`src/rtl/core/assert_macros.svh`:
```
// assertion macros used by the kmeans assign/update core
// no dependencies; define SYNTHESIS to compile them out
`ifndef ASSERT_MACROS_SVH
`define ASSERT_MACROS_SVH
`ifndef SYNTHESIS
`define ASSERT_IMPLIES(label, clk, rst_n, pre, post, msg) \
    label: assert property (@(posedge clk) disable iff (!rst_n) (pre) |-> (post)) else $error(msg);
`define ASSERT_NEXT(label, clk, rst_n, pre, post, msg) \
    label: assert property (@(posedge clk) disable iff (!rst_n) (pre) |=> (post)) else $error(msg);
`else
`define ASSERT_IMPLIES(label, clk, rst_n, pre, post, msg)
`define ASSERT_NEXT(label, clk, rst_n, pre, post, msg)
`endif
`endif

```
`src/rtl/core/kmeans_pkg.sv`:
```
// shared types and constants for the kmeans assign/update core
// no dependencies
package kmeans_pkg;
    localparam int DEF_MAX_CLUSTERS = 8;
    localparam int DEF_LANES = 4;
    localparam int DEF_COUNT_BITS = 24;
    localparam int ATTR_W = 16;
    localparam int SUM_W = 40;
    localparam int DIST_W = 34;
    localparam int PASS_W = 16;
    localparam int IN_ATTRS = 4;

    localparam logic [1:0] MODE_LOAD = 2'd0;
    localparam logic [1:0] MODE_ASSIGN = 2'd1;
    localparam logic [1:0] MODE_UPDATE = 2'd2;

    localparam logic REG_CLUSTERS = 1'b0;
    localparam logic REG_ATTRS = 1'b1;

    typedef enum logic [2:0] {
        ST_IDLE,
        ST_SCAN,
        ST_ACC,
        ST_DIV,
        ST_EMIT
    } t_state;

    // lane control issued by the sequencer
    typedef struct packed {
        logic div_start;
        logic lane_clear;
    } t_lane_ctl;
endpackage

```
`src/rtl/core/kmeans_divider.sv`:
```
// restoring divider: signed sum over unsigned count, truncated, saturated to 16 bits
// depends on kmeans_pkg; one quotient bit per cycle
module kmeans_divider
    import kmeans_pkg::*;
#(
    parameter int COUNT_BITS = DEF_COUNT_BITS
) (
    input  logic                     i_clk,
    input  logic                     i_rst_n,
    input  logic                     i_start,
    input  logic signed [SUM_W-1:0]  i_num,
    input  logic [COUNT_BITS-1:0]    i_den,
    output logic                     o_done,
    output logic signed [ATTR_W-1:0] o_quot
);
    localparam int CNT_W = $clog2(SUM_W + 1);

    logic [SUM_W-1:0] r_q, n_q;
    logic [COUNT_BITS:0] r_rem, n_rem;
    logic [COUNT_BITS-1:0] r_den;
    logic r_neg, r_busy, r_zero;
    logic [CNT_W-1:0] r_cnt;
    logic [COUNT_BITS:0] w_trial;
    logic [SUM_W-1:0] w_mag;
    logic [SUM_W:0] w_sq;

    assign w_mag = i_num[SUM_W-1] ? SUM_W'(-i_num) : SUM_W'(i_num);
    assign w_trial = {r_rem[COUNT_BITS-1:0], r_q[SUM_W-1]};

    // one shift-subtract step
    always_comb begin
        n_q = {r_q[SUM_W-2:0], 1'b0};
        n_rem = w_trial;
        if (w_trial >= {1'b0, r_den}) begin
            n_rem = w_trial - {1'b0, r_den};
            n_q[0] = 1'b1;
        end
    end

    always_ff @(posedge i_clk) begin
        if (!i_rst_n) begin
            r_busy <= 1'b0;
            r_cnt <= '0;
        end else if (i_start) begin
            r_busy <= 1'b1;
            r_cnt <= CNT_W'(SUM_W);
        end else if (r_busy) begin
            r_cnt <= r_cnt - 1'b1;
            if (r_cnt == CNT_W'(1)) r_busy <= 1'b0;
        end
    end

    always_ff @(posedge i_clk) begin
        if (i_start) begin
            r_q <= w_mag;
            r_rem <= '0;
            r_den <= i_den;
            r_neg <= i_num[SUM_W-1];
            r_zero <= (i_den == '0);
        end else if (r_busy) begin
            r_q <= n_q;
            r_rem <= n_rem;
        end
    end

    // sign and saturation
    assign o_done = !r_busy;
    assign w_sq = r_neg ? -{1'b0, r_q} : {1'b0, r_q};
    always_comb begin
        if (r_zero) o_quot = '0;
        else if (!r_neg && r_q > SUM_W'(32767)) o_quot = 16'sh7fff;
        else if (r_neg && r_q > SUM_W'(32768)) o_quot = 16'sh8000;
        else o_quot = w_sq[ATTR_W-1:0];
    end
endmodule

```
`src/rtl/core/kmeans_lane.sv`:
```
// one attribute lane: centroid and sum registers, squared difference, mean divider
// depends on kmeans_pkg and kmeans_divider
module kmeans_lane
    import kmeans_pkg::*;
#(
    parameter int MAX_CLUSTERS = DEF_MAX_CLUSTERS,
    parameter int COUNT_BITS = DEF_COUNT_BITS,
    parameter int CW = $clog2(MAX_CLUSTERS)
) (
    input  logic                     i_clk,
    input  logic                     i_rst_n,
    input  t_lane_ctl                i_ctl,
    input  logic                     i_en,
    input  logic signed [ATTR_W-1:0] i_attr,
    input  logic                     i_load,
    input  logic [CW-1:0]            i_load_slot,
    input  logic [CW-1:0]            i_sel,
    input  logic                     i_acc,
    input  logic [COUNT_BITS-1:0]    i_count,
    input  logic                     i_mean_wr,
    output logic [DIST_W-1:0]        o_sq,
    output logic                     o_div_done,
    output logic signed [ATTR_W-1:0] o_mean
);
    logic signed [ATTR_W-1:0] r_cent [MAX_CLUSTERS];
    logic signed [SUM_W-1:0] r_sum [MAX_CLUSTERS];
    logic signed [ATTR_W:0] w_diff;
    logic signed [2*ATTR_W+1:0] w_prod;
    logic signed [SUM_W:0] w_acc;
    logic signed [SUM_W-1:0] w_sat;
    logic signed [ATTR_W-1:0] w_quot;

    // squared difference against the selected centroid
    assign w_diff = {i_attr[ATTR_W-1], i_attr} - {r_cent[i_sel][ATTR_W-1], r_cent[i_sel]};
    assign w_prod = w_diff * w_diff;
    assign o_sq = i_en ? DIST_W'($unsigned(w_prod)) : '0;

    // saturating accumulate
    assign w_acc = {r_sum[i_sel][SUM_W-1], r_sum[i_sel]}
                 + (SUM_W+1)'(i_attr);
    always_comb begin
        if (w_acc[SUM_W] != w_acc[SUM_W-1])
            w_sat = w_acc[SUM_W] ? {1'b1, {(SUM_W-1){1'b0}}} : {1'b0, {(SUM_W-1){1'b1}}};
        else w_sat = w_acc[SUM_W-1:0];
    end

    always_ff @(posedge i_clk) begin
        if (!i_rst_n) begin
            for (int c = 0; c < MAX_CLUSTERS; c++) begin
                r_cent[c] <= '0;
                r_sum[c] <= '0;
            end
        end else begin
            if (i_load) r_cent[i_load_slot] <= i_attr;
            if (i_mean_wr && i_en) r_cent[i_sel] <= w_quot;
            if (i_ctl.lane_clear) begin
                for (int c = 0; c < MAX_CLUSTERS; c++) r_sum[c] <= '0;
            end else if (i_acc && i_en) begin
                r_sum[i_sel] <= w_sat;
            end
        end
    end

    kmeans_divider #(.COUNT_BITS(COUNT_BITS)) u_div (
        .i_clk   (i_clk),
        .i_rst_n (i_rst_n),
        .i_start (i_ctl.div_start),
        .i_num   (r_sum[i_sel]),
        .i_den   (i_count),
        .o_done  (o_div_done),
        .o_quot  (w_quot)
    );

    // new mean straight from the divider, as it is written back
    assign o_mean = i_en ? w_quot : '0;
endmodule

```
`config.mk`:
```
export PLATFORM = sky130hd
export DESIGN_NAME = kmeans_lane
export DESIGN_NICKNAME = d
export VERILOG_FILES = /design/src/rtl/core/assert_macros.svh /design/src/rtl/core/kmeans_pkg.sv /design/src/rtl/core/kmeans_divider.sv /design/src/rtl/core/kmeans_lane.sv
export SDC_FILE = /design/constraint.sdc
export NUM_CORES = 2
export LEC_CHECK = 0
export ABC_AREA = 1
export BUFFER_PORTS_ARGS = -buffer_cell sky130_fd_sc_hd__clkbuf_2
export CORE_ASPECT_RATIO = 0.5
export CORE_MARGIN = 3
export CORE_UTILIZATION = 50
export CTS_BUF_LIST = sky130_fd_sc_hd__clkbuf_4 sky130_fd_sc_hd__clkbuf_8
export DETAILED_ROUTE_END_ITERATION = 6
export GPL_TIMING_DRIVEN = 0
export PLACE_DENSITY = 0.64
export SLEW_MARGIN = 10
export SYNTH_ARGS = -nofsm -noshare
export SYNTH_HDL_FRONTEND = slang
export SYNTH_SLANG_ARGS = --single-unit
```
`constraint.sdc`:
```
create_clock -name i_clk -period 15.6 [get_ports i_clk]
set_clock_uncertainty 0.2 [all_clocks]
set_input_delay 0.78 -clock i_clk [delete_from_list [all_inputs] [get_ports i_clk]]
set_output_delay 0.78 -clock i_clk [all_outputs]
set_load 0.02 [all_outputs]
```
==> impl_metrics.toml <==
[placement]
port_buffers = 101
finalWeightedCongestion = 1.010
dpl.hpwl_um = 103000

[setup_path]
crit_family = "adder cells"
slowest_delay_ns = 0.92
required_ns = 14.62
arrival_ns = 11.54
start_kind = "primary input"
slowest_stage = "fa_1"
end_kind = "output port"
criticalPathCategory = "in -> out"
timing.critical_path.fanout_max = 10
cp_num_buf_inv = 13

[layout]
regArea_um2 = 16060
fin_nets = 5727
final_common_cell = "nand2_1"
multi_input_area_um2 = 22500
final_cell_mix = "nand2_1, nor2_1, inv_1"
drive_gt1_share_pct = 7.351
nFillCells = 7827
area_delta_synth_final_pct = 8.901

[floorplan]
core_um2 = 82220
dieWidth_um = 414.7
start_util_pct = 50.79
rows = 74
die-area_um2 = 87240
dieHeight_um = 210.4
io_pins = 105

[global_routing]
grt_util_met3_pct = 5.792
grt_util_met1_pct = 41.48
grt_start_max_net_pins = 41
busiest_layer = "met2"
grt_usage_pct = 31.46
grt_overflow = 0
grt_pass1_wl_um = 209200
use_met2_pct = 51.61
grt_pass1_vias = 35453
antenna_found_initial = 4

[clock_network]
cts.sinks = 545
cts_tree = "yes"
post_cts_buffers = 0
cts.repair.resized = 0
cts_buffer_depth = 3
root_buffer = "clkbuf_8"
cts_max_level = 3
cts_buffers = 84
holdBufCountCts = 0
cts.clk_slew.worst_paths_ns = 0.06
clkLatencyLatePin_ns = 0.75

[detailed_routing]
wirelength_um = 138500
route.vias.total = 36134
postRouteAntennaNets = 0
drt-initial-drc-count = 4169
wl_per_cell_um = 21.66
vias_per_cell = 5.650
dr.pass1.iters = 6
drc = 0

[timing]
tns_ns = 0
tightestPinTransition_ns = 1.269
rsz0062_at_grt = "no"
drv_slew = 0
slew_headroom_pct = 14.81
period_minus_slack_ns = 12.52
fmax_mhz = 79.85
setup_viol = 0
post-route-period-util_pct = 80.28
hold_viol_final = 0

[logic_synthesis]
ys_ff_latch = 545
synth_cell_types = 56
syn-num-nets = 5526
syn_area_per_cell_um2 = 8.301
yosysWarnings = 0
async_reset_ff_share_pct = 0
synth_flop_cell = "edfxtp_1"
yosysSeqAreaShare_pct = 38.44
synthCells = 5031
synth-edff-count = 514
syn_area_um2 = 41760

[status]
outcome = "finished, final reports clean"

[worst_hold_path]
hp-class = "in -> reg"

[flow_run]
maxCapViolations = 0
area by class of cell:
class | count | area share, %
inverter | 625 | 5.169
multi-input combinational | 3663 | 49.47
antenna | 1 | 0.005502
tap | 1102 | 3.032
sequential | 545 | 35.30
timing repair buffer | 115 | 1.442
clock buffer | 113 | 3.076
buffer | 198 | 2.000
clock inverter | 33 | 0.5035
per-layer routing:
layer  up-vias  part of all wire [%]
met1     17239                    41
met3       385                   9.1
met2      1743                    45
met4         0                   4.4
li1      16767                     -
met5         -                     0
path summary, 6_finish.rpt:
path,from,end,slack (ns),depth (start not counted)
worst max-delay path,i_sel[1],o_sq[32],3.08,40
worst min-delay path,i_count[20],u_div.r_den[20]$_DFFE_PP_,0.06,1
worst max register to register,r_sum[3][39]$_SDFFCE_PN0P_,r_sum[7][3]$_SDFFCE_PN0P_,10.91,17
worst min register to register,u_div.r_rem[22]$_SDFFE_PP0P_,u_div.r_rem[22]$_SDFFE_PP0P_,0.28,2
sequential cells by signal (all words and copies together), names as in the netlist:
register and cells:
r_sum 320, u_div.r_den 24, u_div.r_rem 24, u_div.r_cnt 6, r_cent 128, u_div.r_q 40
u_div.r_zero 1, u_div.r_neg 1, u_div.r_busy 1
synth_stat cells, drive strengths merged (10+ instances only):
| cell | count | area [µm²] |
|---|---|---|
| buf | 75 | 447.9 |
| nor3 | 38 | 201.5 |
| a21o | 21 | 157.7 |
| o21bai | 18 | 135.1 |
| a22oi | 16 | 120.1 |
| nor4 | 15 | 100.1 |
| o211ai | 20 | 150.1 |
| a21oi | 274 | 1645 |
| o22ai | 34 | 212.7 |
| xor2 | 81 | 709.4 |
| inv | 617 | 2321 |
| nand2 | 1441 | 5489 |
| xnor2 | 30 | 262.8 |
| ha | 169 | 2115 |
| nor2 | 633 | 2404 |
| nand4 | 33 | 206.5 |
| o21ai | 265 | 1326 |
| a221oi | 19 | 166.4 |
| clkbuf | 123 | 461.7 |
| a31oi | 23 | 143.9 |
| a21boi | 10 | 75.07 |
| nand3 | 203 | 1016 |
| fa | 272 | 5445 |
| edfxtp | 514 | 15430 |
| dfxtp | 31 | 620.6 |
through the flow:
stage	hold slack (ns)	std cells	worst slack (ns)	instance area, µm²	utilization, %
global placement	0.2633	6234	3.492	43650	53.09
detailed placement	0.2683	6248	3.279	43850	53.33
global route	0.01806	6395	2.530	45480	55.32
CTS	0.003520	6394	3.270	45480	55.31
finish	0.06414	6395	3.077	45480	55.32
floorplan	0.2435	5031	5.748	41760	-
logic make-up after synthesis:
| family | synth area share [%] |
|---|---|
| AO/OA/AOI/OAI | 10.40 |
| XOR/XNOR | 2.328 |
| adder cells (fa/ha/maj) | 18.10 |
| buffers and inverters | 7.808 |
| flip-flops | 38.44 |
| multiplexers | 0.02397 |
| other | 0.008979 |
| AND/OR/NAND/NOR | 22.89 |
worst reg2reg max path, delay by kind of cell (launching register included):
family / cells / cell delay (ns)
AO/OA/AOI/OAI: 2 / 0.73
adder cells (fa/ha/maj): 1 / 0.52
buffers and inverters: 3 / 0.80
flip-flops: 1 / 0.42
AND/OR/NAND/NOR: 11 / 1.72
Power is left out: the tool's default activity adds up to more than one toggle a clock period on the data nets, which glitch-free logic cannot reach.
